### src/crcfr_pkg.sv
package crcfr_pkg;

    // Result status codes.
    localparam logic [1:0] ST_GOOD     = 2'd0;
    localparam logic [1:0] ST_CRC_BAD  = 2'd1;
    localparam logic [1:0] ST_LEN_OVF  = 2'd2;
    localparam logic [1:0] ST_ABORTED  = 2'd3;

    // Frame type codes.
    localparam logic [1:0] FT_HOST      = 2'd0;
    localparam logic [1:0] FT_RESP      = 2'd1;
    localparam logic [1:0] FT_BROADCAST = 2'd2;

    // Input kind codes.
    localparam logic KIND_BYTE  = 1'b0;
    localparam logic KIND_ABORT = 1'b1;

    // Configuration register indexes.
    localparam logic [2:0] CFG_HOST_FIRST  = 3'd0;
    localparam logic [2:0] CFG_HOST_SECOND = 3'd1;
    localparam logic [2:0] CFG_RESP_FIRST  = 3'd2;
    localparam logic [2:0] CFG_RESP_SECOND = 3'd3;
    localparam logic [2:0] CFG_BCST_FIRST  = 3'd4;
    localparam logic [2:0] CFG_BCST_SECOND = 3'd5;
    localparam logic [2:0] CFG_CRC_SEED    = 3'd6;
    localparam logic [2:0] CFG_PAY_LIMIT   = 3'd7;

    localparam logic [15:0] CRC_SEED_RST  = 16'hFFFF;
    localparam logic [6:0]  PAY_LIMIT_RST = 7'd32;

    typedef struct packed {
        logic       kind;
        logic [7:0] rx_byte;
    } t_in_item;

    typedef struct packed {
        logic [1:0]  status;
        logic [1:0]  frame_type;
        logic [15:0] command;
        logic [15:0] payload_length;
        logic [7:0]  data_byte;
        logic [5:0]  byte_index;
        logic        has_data;
        logic        last;
    } t_out_item;

    // Event handed from the parser to the result sequencer.
    typedef struct packed {
        logic        valid;
        logic        replay;
        logic [1:0]  status;
        logic [1:0]  frame_type;
        logic [15:0] command;
        logic [15:0] length;
    } t_evt;

endpackage

### src/crc16_frame_receiver_core.sv
// Channel   | Direction | Signals                              | Transfer when
// ----------+-----------+--------------------------------------+------------------------------
// input     | in        | i_in_valid, o_in_stall, i_in_data    | i_in_valid && !o_in_stall
// result    | out       | o_out_valid, i_out_stall, o_out_data | o_out_valid && !i_out_stall
// config    | in        | i_cfg_we, i_cfg_index, i_cfg_data    | i_cfg_we
//
// A received byte or abort is taken whenever the input is not stalled; the parser keeps its scalar state in flops.
// An input that ends in a status result stalls the input while the sequencer passes its
// status state, which writes the result to the output register; a good frame stalls the input
// while its payload is replayed, each byte passing a read state and then an emit state.
// Reset is synchronous and active low; the payload memory is not cleared and needs no pass.
// A stalled result holds the output register; a later event then waits and holds off input.
module crc16_frame_receiver_core #(
    parameter int MAX_PAYLOAD = 64
) (
    input  logic                 i_clk,
    input  logic                 i_rst_n,
    input  logic                 i_in_valid,
    output logic                 o_in_stall,
    input  crcfr_pkg::t_in_item  i_in_data,
    output logic                 o_out_valid,
    input  logic                 i_out_stall,
    output crcfr_pkg::t_out_item o_out_data,
    input  logic                 i_cfg_we,
    input  logic [2:0]           i_cfg_index,
    input  logic [15:0]          i_cfg_data
);

    localparam int AW = (MAX_PAYLOAD > 1) ? $clog2(MAX_PAYLOAD) : 1;

    logic            busy;
    logic            wr_en;
    logic [AW-1:0]   wr_addr;
    logic [7:0]      wr_data;
    logic            rd_en;
    logic [AW-1:0]   rd_addr;
    logic [7:0]      rd_data;
    crcfr_pkg::t_evt evt;

    // The input is held off while the sequencer owns an event, so the parser never
    // writes the payload memory while a frame is being replayed from it.
    assign o_in_stall = busy;

    crcfr_parser #(
        .MAX_PAYLOAD(MAX_PAYLOAD)
    ) u_parser (
        .i_clk      (i_clk),
        .i_rst_n    (i_rst_n),
        .i_cfg_we   (i_cfg_we),
        .i_cfg_index(i_cfg_index),
        .i_cfg_data (i_cfg_data),
        .i_in_valid (i_in_valid),
        .i_in_data  (i_in_data),
        .i_busy     (busy),
        .o_wr_en    (wr_en),
        .o_wr_addr  (wr_addr),
        .o_wr_data  (wr_data),
        .o_evt      (evt)
    );

    // Payload store: written in order during the payload bytes, read back for replay.
    crcfr_ram #(
        .WIDTH(8),
        .DEPTH(MAX_PAYLOAD)
    ) u_store (
        .i_clk  (i_clk),
        .i_we   (wr_en),
        .i_waddr(wr_addr),
        .i_wdata(wr_data),
        .i_re   (rd_en),
        .i_raddr(rd_addr),
        .o_rdata(rd_data)
    );

    crcfr_replay #(
        .MAX_PAYLOAD(MAX_PAYLOAD)
    ) u_replay (
        .i_clk      (i_clk),
        .i_rst_n    (i_rst_n),
        .i_evt      (evt),
        .o_busy     (busy),
        .o_rd_en    (rd_en),
        .o_rd_addr  (rd_addr),
        .i_rd_data  (rd_data),
        .i_out_stall(i_out_stall),
        .o_out_valid(o_out_valid),
        .o_out_data (o_out_data)
    );

endmodule

### src/crcfr_ram.sv
module crcfr_ram #(
    parameter int WIDTH = 8,
    parameter int DEPTH = 64,
    localparam int AW = (DEPTH > 1) ? $clog2(DEPTH) : 1
) (
    input  logic             i_clk,
    input  logic             i_we,
    input  logic [AW-1:0]    i_waddr,
    input  logic [WIDTH-1:0] i_wdata,
    input  logic             i_re,
    input  logic [AW-1:0]    i_raddr,
    output logic [WIDTH-1:0] o_rdata
);

    logic [WIDTH-1:0] r_mem [DEPTH];
    logic [WIDTH-1:0] r_rdata;

    always_ff @(posedge i_clk) begin
        if (i_we) begin
            r_mem[i_waddr] <= i_wdata;
        end
        if (i_re) begin
            r_rdata <= r_mem[i_raddr];
        end
    end

    assign o_rdata = r_rdata;

endmodule

### src/crcfr_parser.sv
module crcfr_parser #(
    parameter int MAX_PAYLOAD = 64,
    localparam int AW = (MAX_PAYLOAD > 1) ? $clog2(MAX_PAYLOAD) : 1,
    localparam int CW = $clog2(MAX_PAYLOAD + 1)
) (
    input  logic               i_clk,
    input  logic               i_rst_n,
    input  logic               i_cfg_we,
    input  logic [2:0]         i_cfg_index,
    input  logic [15:0]        i_cfg_data,
    input  logic               i_in_valid,
    input  crcfr_pkg::t_in_item i_in_data,
    input  logic               i_busy,
    output logic               o_wr_en,
    output logic [AW-1:0]      o_wr_addr,
    output logic [7:0]         o_wr_data,
    output crcfr_pkg::t_evt    o_evt
);

    typedef enum logic [8:0] {
        PH_IDLE    = 9'b000000001,
        PH_HDR2    = 9'b000000010,
        PH_CMD_LO  = 9'b000000100,
        PH_CMD_HI  = 9'b000001000,
        PH_LEN_LO  = 9'b000010000,
        PH_LEN_HI  = 9'b000100000,
        PH_PAYLOAD = 9'b001000000,
        PH_CRC_LO  = 9'b010000000,
        PH_CRC_HI  = 9'b100000000
    } t_phase;

    // CRC-16, polynomial 0x1021, MSB first, one byte.
    function automatic logic [15:0] crc_byte(input logic [15:0] crc, input logic [7:0] b);
        logic [15:0] c;
        c = crc ^ {b, 8'h00};
        for (int k = 0; k < 8; k++) begin
            c = c[15] ? ({c[14:0], 1'b0} ^ 16'h1021) : {c[14:0], 1'b0};
        end
        return c;
    endfunction

    logic [7:0]  r_host_first, r_host_second;
    logic [7:0]  r_resp_first, r_resp_second;
    logic [7:0]  r_bcst_first, r_bcst_second;
    logic [15:0] r_seed;
    logic [6:0]  r_limit;

    t_phase      r_phase, n_phase;
    logic [1:0]  r_type, n_type;
    logic [15:0] r_crc, n_crc;
    logic [15:0] r_cmd, n_cmd;
    logic [15:0] r_len, n_len;
    logic [CW-1:0] r_cnt, n_cnt;
    logic [7:0]  r_crc_lo, n_crc_lo;

    logic        accept;
    logic [7:0]  b;
    logic        fh_hit;
    logic [1:0]  fh_type;
    logic [7:0]  second_exp;
    logic [6:0]  eff_limit;
    logic [CW-1:0] cnt_inc;

    assign accept = i_in_valid && !i_busy;
    assign b      = i_in_data.rx_byte;

    always_comb begin
        fh_hit  = 1'b1;
        fh_type = crcfr_pkg::FT_HOST;
        if (b == r_host_first) begin
            fh_type = crcfr_pkg::FT_HOST;
        end else if (b == r_resp_first) begin
            fh_type = crcfr_pkg::FT_RESP;
        end else if (b == r_bcst_first) begin
            fh_type = crcfr_pkg::FT_BROADCAST;
        end else begin
            fh_hit = 1'b0;
        end
    end

    always_comb begin
        case (r_type)
            crcfr_pkg::FT_HOST: second_exp = r_host_second;
            crcfr_pkg::FT_RESP: second_exp = r_resp_second;
            default:            second_exp = r_bcst_second;
        endcase
    end

    assign eff_limit = (r_limit < 7'(MAX_PAYLOAD)) ? r_limit : 7'(MAX_PAYLOAD);
    assign cnt_inc   = r_cnt + 1'b1;

    always_comb begin
        n_phase  = r_phase;
        n_type   = r_type;
        n_crc    = r_crc;
        n_cmd    = r_cmd;
        n_len    = r_len;
        n_cnt    = r_cnt;
        n_crc_lo = r_crc_lo;
        o_wr_en   = 1'b0;
        o_wr_addr = r_cnt[AW-1:0];
        o_wr_data = b;
        o_evt     = '0;

        if (accept) begin
            if (i_in_data.kind == crcfr_pkg::KIND_ABORT) begin
                if (r_phase != PH_IDLE) begin
                    o_evt.valid  = 1'b1;
                    o_evt.status = crcfr_pkg::ST_ABORTED;
                end
                n_phase = PH_IDLE;
            end else begin
                case (r_phase)
                    PH_IDLE, PH_HDR2: begin
                        if (r_phase == PH_HDR2 && b == second_exp) begin
                            n_crc   = crc_byte(r_crc, b);
                            n_phase = PH_CMD_LO;
                        end else if (fh_hit) begin
                            // A wrong second byte is tried again as a first byte.
                            n_type  = fh_type;
                            n_crc   = crc_byte(r_seed, b);
                            n_cmd   = '0;
                            n_len   = '0;
                            n_phase = PH_HDR2;
                        end else begin
                            n_phase = PH_IDLE;
                        end
                    end
                    PH_CMD_LO: begin
                        n_cmd   = {8'h00, b};
                        n_crc   = crc_byte(r_crc, b);
                        n_phase = PH_CMD_HI;
                    end
                    PH_CMD_HI: begin
                        n_cmd   = {b, r_cmd[7:0]};
                        n_crc   = crc_byte(r_crc, b);
                        n_phase = PH_LEN_LO;
                    end
                    PH_LEN_LO: begin
                        n_len   = {8'h00, b};
                        n_crc   = crc_byte(r_crc, b);
                        n_phase = PH_LEN_HI;
                    end
                    PH_LEN_HI: begin
                        n_len = {b, r_len[7:0]};
                        n_crc = crc_byte(r_crc, b);
                        if (n_len > {9'd0, eff_limit}) begin
                            o_evt.valid  = 1'b1;
                            o_evt.status = crcfr_pkg::ST_LEN_OVF;
                            n_phase      = PH_IDLE;
                        end else begin
                            n_cnt   = '0;
                            n_phase = (n_len == 16'd0) ? PH_CRC_LO : PH_PAYLOAD;
                        end
                    end
                    PH_PAYLOAD: begin
                        o_wr_en = 1'b1;
                        n_cnt   = cnt_inc;
                        n_crc   = crc_byte(r_crc, b);
                        if (16'(cnt_inc) >= r_len) begin
                            n_phase = PH_CRC_LO;
                        end
                    end
                    PH_CRC_LO: begin
                        n_crc_lo = b;
                        n_phase  = PH_CRC_HI;
                    end
                    PH_CRC_HI: begin
                        n_phase     = PH_IDLE;
                        o_evt.valid = 1'b1;
                        if (r_crc != {b, r_crc_lo}) begin
                            o_evt.status = crcfr_pkg::ST_CRC_BAD;
                        end else begin
                            o_evt.status = crcfr_pkg::ST_GOOD;
                            o_evt.replay = (r_len != 16'd0);
                        end
                    end
                    default: begin
                        n_phase = PH_IDLE;
                    end
                endcase
            end
        end

        o_evt.frame_type = n_type;
        o_evt.command    = n_cmd;
        o_evt.length     = n_len;
    end

    always_ff @(posedge i_clk) begin
        if (!i_rst_n) begin
            r_host_first  <= '0;
            r_host_second <= '0;
            r_resp_first  <= '0;
            r_resp_second <= '0;
            r_bcst_first  <= '0;
            r_bcst_second <= '0;
            r_seed        <= crcfr_pkg::CRC_SEED_RST;
            r_limit       <= crcfr_pkg::PAY_LIMIT_RST;
        end else if (i_cfg_we) begin
            case (i_cfg_index)
                crcfr_pkg::CFG_HOST_FIRST:  r_host_first  <= i_cfg_data[7:0];
                crcfr_pkg::CFG_HOST_SECOND: r_host_second <= i_cfg_data[7:0];
                crcfr_pkg::CFG_RESP_FIRST:  r_resp_first  <= i_cfg_data[7:0];
                crcfr_pkg::CFG_RESP_SECOND: r_resp_second <= i_cfg_data[7:0];
                crcfr_pkg::CFG_BCST_FIRST:  r_bcst_first  <= i_cfg_data[7:0];
                crcfr_pkg::CFG_BCST_SECOND: r_bcst_second <= i_cfg_data[7:0];
                crcfr_pkg::CFG_CRC_SEED:    r_seed        <= i_cfg_data;
                crcfr_pkg::CFG_PAY_LIMIT:   r_limit       <= i_cfg_data[6:0];
                default: begin
                end
            endcase
        end
    end

    always_ff @(posedge i_clk) begin
        if (!i_rst_n) begin
            r_phase  <= PH_IDLE;
            r_type   <= '0;
            r_crc    <= '0;
            r_cmd    <= '0;
            r_len    <= '0;
            r_cnt    <= '0;
            r_crc_lo <= '0;
        end else begin
            r_phase  <= n_phase;
            r_type   <= n_type;
            r_crc    <= n_crc;
            r_cmd    <= n_cmd;
            r_len    <= n_len;
            r_cnt    <= n_cnt;
            r_crc_lo <= n_crc_lo;
        end
    end

endmodule

### src/crcfr_replay.sv
module crcfr_replay #(
    parameter int MAX_PAYLOAD = 64,
    localparam int AW = (MAX_PAYLOAD > 1) ? $clog2(MAX_PAYLOAD) : 1,
    localparam int CW = $clog2(MAX_PAYLOAD + 1)
) (
    input  logic                 i_clk,
    input  logic                 i_rst_n,
    input  crcfr_pkg::t_evt      i_evt,
    output logic                 o_busy,
    output logic                 o_rd_en,
    output logic [AW-1:0]        o_rd_addr,
    input  logic [7:0]           i_rd_data,
    input  logic                 i_out_stall,
    output logic                 o_out_valid,
    output crcfr_pkg::t_out_item o_out_data
);

    typedef enum logic [3:0] {
        RP_IDLE = 4'b0001,
        RP_STAT = 4'b0010,
        RP_READ = 4'b0100,
        RP_EMIT = 4'b1000
    } t_rp_state;

    t_rp_state            r_state, n_state;
    crcfr_pkg::t_evt      r_evt, n_evt;
    logic [CW-1:0]        r_idx, n_idx;
    logic                 r_out_valid, n_out_valid;
    crcfr_pkg::t_out_item r_out, n_out;

    logic          out_free;
    logic [CW-1:0] idx_inc;
    logic          is_last;

    assign out_free = !r_out_valid || !i_out_stall;
    assign idx_inc  = r_idx + 1'b1;
    assign is_last  = (16'(idx_inc) == r_evt.length);

    assign o_busy    = (r_state != RP_IDLE);
    assign o_rd_en   = (r_state == RP_READ);
    assign o_rd_addr = r_idx[AW-1:0];

    always_comb begin
        n_state     = r_state;
        n_evt       = r_evt;
        n_idx       = r_idx;
        n_out       = r_out;
        n_out_valid = r_out_valid && i_out_stall;

        case (r_state)
            RP_IDLE: begin
                if (i_evt.valid) begin
                    n_evt   = i_evt;
                    n_idx   = '0;
                    n_state = i_evt.replay ? RP_READ : RP_STAT;
                end
            end
            RP_STAT: begin
                if (out_free) begin
                    n_out.status         = r_evt.status;
                    n_out.frame_type     = r_evt.frame_type;
                    n_out.command        = r_evt.command;
                    n_out.payload_length = r_evt.length;
                    n_out.data_byte      = '0;
                    n_out.byte_index     = '0;
                    n_out.has_data       = 1'b0;
                    n_out.last           = 1'b1;
                    n_out_valid          = 1'b1;
                    n_state              = RP_IDLE;
                end
            end
            RP_READ: begin
                n_state = RP_EMIT;
            end
            RP_EMIT: begin
                if (out_free) begin
                    n_out.status         = crcfr_pkg::ST_GOOD;
                    n_out.frame_type     = r_evt.frame_type;
                    n_out.command        = r_evt.command;
                    n_out.payload_length = r_evt.length;
                    n_out.data_byte      = i_rd_data;
                    n_out.byte_index     = 6'(r_idx);
                    n_out.has_data       = 1'b1;
                    n_out.last           = is_last;
                    n_out_valid          = 1'b1;
                    n_idx                = idx_inc;
                    n_state              = is_last ? RP_IDLE : RP_READ;
                end
            end
            default: begin
                n_state = RP_IDLE;
            end
        endcase
    end

    always_ff @(posedge i_clk) begin
        if (!i_rst_n) begin
            r_state     <= RP_IDLE;
            r_out_valid <= 1'b0;
            r_idx       <= '0;
        end else begin
            r_state     <= n_state;
            r_out_valid <= n_out_valid;
            r_idx       <= n_idx;
        end
    end

    always_ff @(posedge i_clk) begin
        r_evt <= n_evt;
        r_out <= n_out;
    end

    assign o_out_valid = r_out_valid;
    assign o_out_data  = r_out;

endmodule

### config.mk
export PLATFORM = sky130hd
export DESIGN_NAME = crc16_frame_receiver_core
export DESIGN_NICKNAME = d
export VERILOG_FILES = /design/src/crcfr_pkg.sv /design/src/crc16_frame_receiver_core.sv /design/src/crcfr_ram.sv /design/src/crcfr_parser.sv /design/src/crcfr_replay.sv
export SDC_FILE = /design/constraint.sdc
export NUM_CORES = 1
export LEC_CHECK = 0
export ABC_AREA = 1
export BUFFER_PORTS_ARGS = -buffer_cell sky130_fd_sc_hd__buf_2
export CAP_MARGIN = 20
export CELL_PAD_IN_SITES_DETAIL_PLACEMENT = 2
export CELL_PAD_IN_SITES_GLOBAL_PLACEMENT = 2
export CORE_AREA = 10 10 257 320
export CTS_CLUSTER_SIZE = 30
export DETAILED_ROUTE_END_ITERATION = 10
export DIE_AREA = 0 0 267 330
export PLACE_DENSITY = 0.89
export SLEW_MARGIN = 25
export SYNTH_ARGS = -nofsm -noshare
export SYNTH_HDL_FRONTEND = slang
export SYNTH_SLANG_ARGS = --single-unit
### constraint.sdc
create_clock -name i_clk -period 4.85 [get_ports i_clk]
set_input_delay 0.2425 -clock i_clk [delete_from_list [all_inputs] [get_ports i_clk]]
set_output_delay 0.2425 -clock i_clk [all_outputs]
set_load 0.01 [all_outputs]
[After elaboration in Yosys (flattened, before gate mapping)]
Memories as Yosys holds them, arrays and structs flattened. A register that Yosys moved wholly into a read port is not among the register bits.
Index checks and enable logic that the tools add are counted.
Cells by class
  $add $sub $neg: 2
  multipliers: 0
  eq/ne operators: 35
  mux-type cells: 83
  magnitude comparators: 3
  divide/modulo/power cells: 0
  shift operators: 0
  reduce and logical (&&, ||, !) cells: 34
  bitwise operators: 19
Operators with widths (count)
  $mux W13: 16
  $mux W16: 10
  $mux W52: 2
  $pmux W52 S2: 1
  $pmux W16 S3: 2
  $pmux W9 S7: 1
  $not A3 Y3: 16
  $mux W9: 4
  $eq A8 B8 Y1: 4
  $pmux W16 S2: 1
  $xor A16 B16 Y16: 2
  $mux W7: 4
  $pmux W7 S2: 2
  $mux W2: 12
  $reduce_and A2 Y1: 10
  $mux W1: 17
  $eq A7 B16 Y1: 1
  $ge A7 B16 Y1: 1
  $gt A16 B7 Y1: 1
  $logic_not A16 Y1: 1
  $mux W4: 4
  $ne A16 B16 Y1: 1
  $pmux W4 S4: 1
  $pmux W8 S2: 1
  41 further kinds: 61
Word-level totals
  latch bits: 0
  flip-flop bits (word level): 245
  memory bits (read-only): 0
  input bits: 33
  logic and storage cells: 207
  output and inout port bits: 54
  bits in writable memories: 512
  memories: 1
Memory list
  u_store.r_mem: words 64, bits a word 8, read ports 1, clocked after memory_dff 1, wr ports 1, line crcfr_ram.sv:15  | logic [WIDTH-1:0] r_mem [DEPTH];

[Logic depth before layout (Yosys ltp)]
Gate-level depths: netlist (run 1).
  depth in word-level cells: 20
  gate-level depth with buffers: 16
  depth with buffers taken out: 15

[Cells and area by module]
From an unflattened synthesis (run 1), not the netlist that was laid out.
Second synthesis, totals
  cells, all modules: 3334
  area, all modules: 33334.5 sq um
Modules (own cells, without submodules)
  crcfr_ram: cells an instance 1822, sequential area each 15615.0 sq um, instances 1, area an instance 21371.7 sq um
  crcfr_parser: cells an instance 1216, sequential area each 2902.8 sq um, instances 1, area an instance 8170.3 sq um
  crcfr_replay: cells an instance 296, sequential area each 2882.8 sq um, instances 1, area an instance 3792.4 sq um

[Least setup slack after synthesis (run 1)]
Ideal clock, no wire load.
  kind: register to register
  start point: register u_replay.r_state[1]
  end point: register u_replay.r_out, in the netlist u_replay.o_out_data[0], enable pin
  stages on the path, launching flop included: 6
  period minus slack after synthesis: 3.501 ns
  path slack: 1.349 ns
  arrival time: 3.039 ns
  library setup time: 0.462 ns
  cells stage by stage: dfxtp_1 -> nor2_1 -> inv_1 -> nor3_2 -> a31oi_1 -> nor2_1
Between the ends
  word-level cells in the longest chain between the ends: 3
  elaborated cells on any way between the ends: 6
Ends and longest elaborated chain
  start, declared: line crcfr_replay.sv:25  | t_rp_state r_state, n_state;
  start signal, assigned: line crcfr_replay.sv:102  | r_state <= n_state;
  $eq A4 B4 Y1 or $eq A4 B2 Y1 (tied branches): line crcfr_replay.sv:50  | case (r_state)
  $ne A2 B1 Y1 (no line) or $reduce_bool A2 Y1 (tied branches)
  $reduce_and A3 Y1 (no line) *
  end signal, assigned: line crcfr_replay.sv:110  | r_out <= n_out;
  end, declared: line crcfr_replay.sv:29  | crcfr_pkg::t_out_item r_out, n_out;
Mark *: on every way between the ends. The rest lies on a longest branch, timed or not.
A chain may end at the register's enable or synchronous reset.

==> impl_metrics.tcl, run 1 <==
set metrics [dict create \
    fp.dieArea_sq_um 88100 \
    grt_use_total_pct 30.2 \
    synth-xor-area-share_pct 2.05 \
    multi_input_area_sq_um 9100 \
    worstSetupStartpointType "flop" \
    yosys.area_share.adder_pct 0.632 \
    yosys-top-cells-count "nor2_1, edfxtp_1, o21ai_0" \
    clk_transition_reported_paths_ps 60 \
    core_sq_um 75800 \
    drv_cap 0 \
    syn-instance-count 2937 \
    nets 3037 \
    tritoncts "done" \
    grt_pass1_vias 27621 \
    die_h_microns 330 \
    yosysTopAreaCell "edfxtp_1" \
    synth.area.mux_share_pct 0 \
    seq_area_sq_um 21400 \
    max_freq_ghz 0.216 \
    grt_start_max_net_pins 161 \
    r2r_start "u_replay.r_idx[1]" \
    syn_avg_cell_area_sq_um 10.8 \
    ant_nets 0 \
    crit_path_end_kind "flop" \
    yosysSeqAreaShare_pct 67.6 \
    hpwl_microns 81500 \
    worst_pin_slew_ps 1210 \
    post_drt_wl_per_cell_microns 33.6 \
    post_cts_buffers 0 \
    synth_compound_area_share_pct 11.7 \
    yosysMostFrequentCell "nor2_1" \
    hold_class "in -> reg" \
    drt_pre_antenna_iters 6 \
    syn_nets 2986 \
    tns_ps 0 \
    grt_pass1_wl_microns 195000 \
    finalCriticalPeriod_ps 4640 \
    row_count 113 \
    cp_data_arrival_time_ps 4990 \
    yosys.area_share.simple_pct 14.2 \
    netlist.area_leader.share_pct 57.7 \
    skew_ps 28.3 \
    worstSkewPairLatency_ps 660 \
    yosys-top-cells-area "edfxtp_1, dfxtp_1, nor2_1" \
    rrSetupSlack_ps 210 \
    postCtsResizedCells 0 \
    portBuffers 86 \
    gp_congestion 0.899 \
    htreeDepth 3 \
    syn_area_sq_um 31700 \
    cts_root_buf "clkbuf_16" \
    start_util_pct 41.8 \
    ys_seq_elements 765 \
    hold_violations 0 \
    maxSlewViolCount 0 \
    leakage_nw 12.7 \
    ys_warn_count 0 \
    slew_headroom_pct 18.8 \
    postCtsHoldBufs 9 \
    fillers 7642 \
    fin_crit_sh_pct 95.6 \
    ys_types 40 \
    route.vias.total 25178 \
    die_w_microns 267 \
    synth_top_family_by_area "simple AND/OR/NAND/NOR gates" \
    synth_ff_type "edfxtp_1" \
    drtIter0Drc 2838 \
    hp-start "i_cfg_data[6]" \
    rsz0062_at_grt "no" \
    status "completed" \
    setup_viol 0 \
    grt_overflow 0 \
    min_to "u_parser.r_bcst_second[6]" \
    io_pins 87 \
    cts.sinks 765 \
    critPathMaxFanout 73 \
    synth_edf_count 608 \
    vias_per_cell 6.26 \
    cts_buffers 80 \
    crit_type "reg -> reg" \
    crit-reg2reg-capture "u_store.o_rdata[4]" \
    drt-total-wl_microns 135000 \
    ir_drop_uv 381 \
    grt_antenna_before_repair 6 \
    cts_buffer_depth 3 \
    p_per_area_nw_per_um2 447 \
    fin_ws_ps 213 \
    drive_gt1_share_pct 9.65 \
    whs_path_depth 3 \
    area_delta_synth_final_pct 12.6 \
    drc 0 \
    dp_slack_ps 1020 \
    synthArstFlopShare_pct 0 \
    reg2regPathDepth 8 \
    required_ps 5210 \
]
## layer usage
layer	vias to the layer above	wire (microns)	global-route usage [%]
met5	-	40	0
met4	6	11200	21.7
met3	528	8620	5.48
met2	1390	68500	53.4
met1	12845	46800	32.2
li1	10409	-	-
## sequential cells by signal (all words and copies together), names as in the netlist
register / count
u_parser.r_bcst_first: 8
u_parser.r_bcst_second: 8
u_parser.r_cmd: 16
u_parser.r_cnt: 7
u_parser.r_crc: 16
u_parser.r_crc_lo: 8
u_parser.r_host_first: 8
u_parser.r_host_second: 8
u_parser.r_len: 16
u_parser.r_limit: 7
u_parser.r_phase: 9
u_parser.r_resp_first: 8
u_parser.r_resp_second: 8
u_parser.r_seed: 16
u_parser.r_type: 2
u_replay.o_out_data: 52
u_replay.o_out_valid: 1
u_replay.r_evt: 36
u_replay.r_idx: 7
u_replay.r_state: 4
u_store.o_rdata: 8
u_store.r_mem: 512
## where the power goes
part,total [W],switching [W],internal [W],leakage (nW)
sequential,0.00725,0.000108,0.00714,6.78
clock,0.00649,0.00286,0.00363,1.28
combinational,0.00220,0.00169,0.000505,4.60
## cell usage in the layout, fill, tap and decap left out, types with 2 or more instances in the layout
cell	n
a211oi_1	8
a21oi_1	72
buf_2	86
buf_4	35
bufinv_16	10
clkbuf_1	16
clkbuf_16	81
clkinv_1	13
clkinv_2	15
clkinv_8	2
dfxtp_1	154
dfxtp_4	2
dlygate4sd3_1	9
edfxtp_1	608
ha_1	16
inv_1	115
inv_2	13
inv_4	2
inv_6	4
nand2_1	331
nand2_2	2
nand3_1	75
nand3_2	8
nand4_1	24
nor2_1	628
nor2_2	4
nor2_4	4
nor3_1	9
nor3_2	2
nor4_1	4
o211ai_1	23
o21ai_0	378
o21ai_1	36
o21bai_1	2
o221ai_1	19
o22ai_1	136
or2_2	14
xnor2_1	46
xor2_1	28
## kinds of logic (layout without fill, tap and decap cells)
kind of cell               after synthesis  after routing
DFF                                    765            765
adders and majority gates               16             16
buffers and inverters                  296            406
AOI/OAI and AO/OA                      676            676
and+or+nand+nor                       1110           1110
xor gates and xnor gates                74             74
other                                    0              1
## worst max-delay path by stage
stage / start / end / slack, ps
final: u_replay.r_idx[1] / u_store.o_rdata[4] / 210
after CTS: u_replay.r_state[3] / u_store.r_mem[42][6] / 880
after detailed placement: u_replay.r_idx[1] / u_store.o_rdata[4] / 1020
after global routing: u_replay.r_idx[1] / u_store.o_rdata[4] / 70
after global placement: u_replay.r_idx[1] / u_store.o_rdata[4] / 1440
after floorplan: u_replay.r_state[1] / u_replay.o_out_data[0] / 1350
## metrics by stage
stage	hold WS, ps	cells	power (W)	utilization [%]	instance area, sq um
finish	29.7	4025	0.0159	47.1	35700
global route	18.1	4024	0.0163	47.1	35700
CTS	0.0956	4023	0.0159	47.0	35600
detailed placement	406	3873	0.00938	43.4	32900
global placement	404	3873	0.00919	43.4	32900
floorplan	341	2937	0.00850	-	31700
## final cells by class
class / instances / share of cell area, %
flip-flops and latches: 765 / 60.0
inverters: 134 / 1.45
well taps: 977 / 3.43
clock inverters: 43 / 1.42
diodes: 1 / 0.00702
repair buffers: 131 / 2.25
clock buffers: 98 / 5.89
multi-input cells: 1876 / 25.5
## critical path, cell delays in order, from the launching register on
cell	delay, ps
dfxtp_4	800
clkinv_2	960
buf_4	650
o21ai_0	200
o22ai_1	140
o21ai_0	280
o22ai_1	170
o211ai_1	970
nand2_1	110
Note: power is estimated with default switching activity, not from simulation.
==> inputs of run 2 (changes only) <==
Settings changed: CORE_AREA 10 10 257 320 to 10 10 270 336, DIE_AREA 0 0 267 330 to 0 0 280 346, PLACE_DENSITY 0.89 to 0.85.
Clock period 4.85 ns to 4.2 ns, I/O delays scaled along.
==> run 2 against run 1 <==
Sequential power rose by 15%; setup slack worse by 10 ps; largest power group unchanged; largest cell class unchanged; core utilization down 4.1 points; critical endpoint is now u_store.r_mem[9][3].
==> impl_metrics.tcl, run 2 (synthesis results as in run 1) <==
set metrics [dict create \
    status "completed" \
    finalCriticalPeriod_ps 4000 \
    die_h_microns 346 \
    fillers 8684 \
    cp_data_arrival_time_ps 4260 \
    maxSlewViolCount 0 \
    grt_use_total_pct 25.2 \
    grt_pass1_vias 27047 \
    hold_violations 0 \
    start_util_pct 37.7 \
    portBuffers 86 \
    fin_crit_sh_pct 95.2 \
    ant_nets 0 \
    slew_headroom_pct 26.4 \
    setup_viol 0 \
    cts_buffer_depth 3 \
    hpwl_microns 79800 \
    gp_congestion 0.882 \
    grt_antenna_before_repair 3 \
    tns_ps 0 \
    required_ps 4460 \
    worstSkewPairLatency_ps 660 \
    max_freq_ghz 0.250 \
    largest_register_ffs 512 \
    cts_buffers 81 \
    row_count 119 \
    grt_start_max_net_pins 113 \
    multi_input_area_sq_um 9090 \
    hold_class "in -> reg" \
    clk_transition_reported_paths_ps 60 \
    tritoncts "done" \
    layout_commonest_cell "nor2_1" \
    mostFrequentLayoutCells "nor2_1, edfxtp_1, o21ai_0" \
    fp.dieArea_sq_um 96900 \
    grt_pass1_wl_microns 183000 \
    power.total_w 0.0181 \
    grt_overflow 0 \
    cts.sinks 765 \
    drive_gt1_share_pct 10.2 \
    route.vias.total 24309 \
    leakage_nw 12.8 \
    worstSetupStartpointType "flop" \
    post_cts_buffers 0 \
    htreeDepth 3 \
    cts_root_buf "clkbuf_16" \
    drc 0 \
    drtIter0Drc 2236 \
    drt-total-wl_microns 124000 \
    crit_path_end_kind "flop" \
    final_cell_area_sq_um 36000 \
    vias_per_cell 5.83 \
    core_sq_um 84000 \
    rsz0062_at_grt "no" \
    largest_register "u_store.r_mem" \
    io_pins 87 \
    nets 3065 \
    final_util_pct 42.9 \
    area_delta_synth_final_pct 13.8 \
    crit_type "reg -> reg" \
    seq_area_sq_um 21400 \
    worst_pin_slew_ps 1100 \
    skew_ps 26.8 \
    ir_drop_uv 274 \
    drv_cap 0 \
    drt_pre_antenna_iters 5 \
    critPathMaxFanout 8 \
    post_drt_wl_per_cell_microns 29.8 \
    die_w_microns 280 \
    p_per_area_nw_per_um2 501 \
    hold_ws_ps 45.4 \
    post_dp_cell_area_sq_um 33200 \
]
[run 2: changes by cell type in the layout (fill, tap and decap cells not counted), moves of 2 or more]
cell and delta:
buf_4 +17, bufinv_16 -6, clkbuf_1 +7, clkbuf_16 +3
clkbuf_8 +7, clkinv_1 -2, dlygate4sd3_1 +9
[run 2: cell type report]
cell class / count / area share (%)
diodes: 1 / 0.00695
repair buffers: 158 / 2.91
well taps: 1089 / 3.78
clock inverters: 35 / 0.865
flip-flops and latches: 765 / 59.4
clock buffers: 115 / 6.38
inverters: 134 / 1.42
multi-input cells: 1876 / 25.2
[run 2: worst paths after layout]
| path | startpoint | to | slack [ps] | cells past startpoint |
|---|---|---|---|---|
| max reg2reg | u_replay.r_state[3] | u_store.r_mem[9][3] | 200 | 9 |
| min reg2reg | u_replay.r_evt[17] | u_replay.o_out_data[33] | 430 | 0 |
| min | i_in_data[8] | u_parser.r_phase[8] | 50 | 4 |
| max | u_replay.r_state[3] | u_store.r_mem[9][3] | 200 | 9 |
[run 2: worst max-delay path, cell delays in order, from the launching register on]
cell     delay, ps
dfxtp_1        340
nor2_1         270
nand2_1        240
nor2_2         230
nand2_2        140
inv_2          150
nand2_1        160
nor2_1         350
nand3_1        790
nor2_1         940
[run 2: report_power, final]
| part | internal, W | switching, W |
|---|---|---|
| combinational | 0.000604 | 0.00182 |
| sequential | 0.00824 | 0.000111 |
| clock | 0.00408 | 0.00319 |
| total | 0.0129 | 0.00512 |
[run 2: what timing repair did]
action,4_1_cts,5_1_grt
gates resized for setup,0,0
hold endpoints to repair,54,0
hold buffers,18,0
[run 2: metrics by stage]
stage / worst slack [ps] / std cells
after floorplan: 699 / 2937
after global placement: 895 / 4003
after detailed placement: 484 / 4003
after CTS: 295 / 4171
after global routing: 23.0 / 4172
final: 202 / 4173
[run 2: layer usage]
metal | track usage [%] | routed length [microns] | vias to the layer above
met1 | 27.8 | 46300 | 12535
met2 | 46.0 | 65100 | 940
met5 | 0 | 11 | -
met3 | 3.51 | 5920 | 361
met4 | 13.7 | 7030 | 2
li1 | - | - | 10471
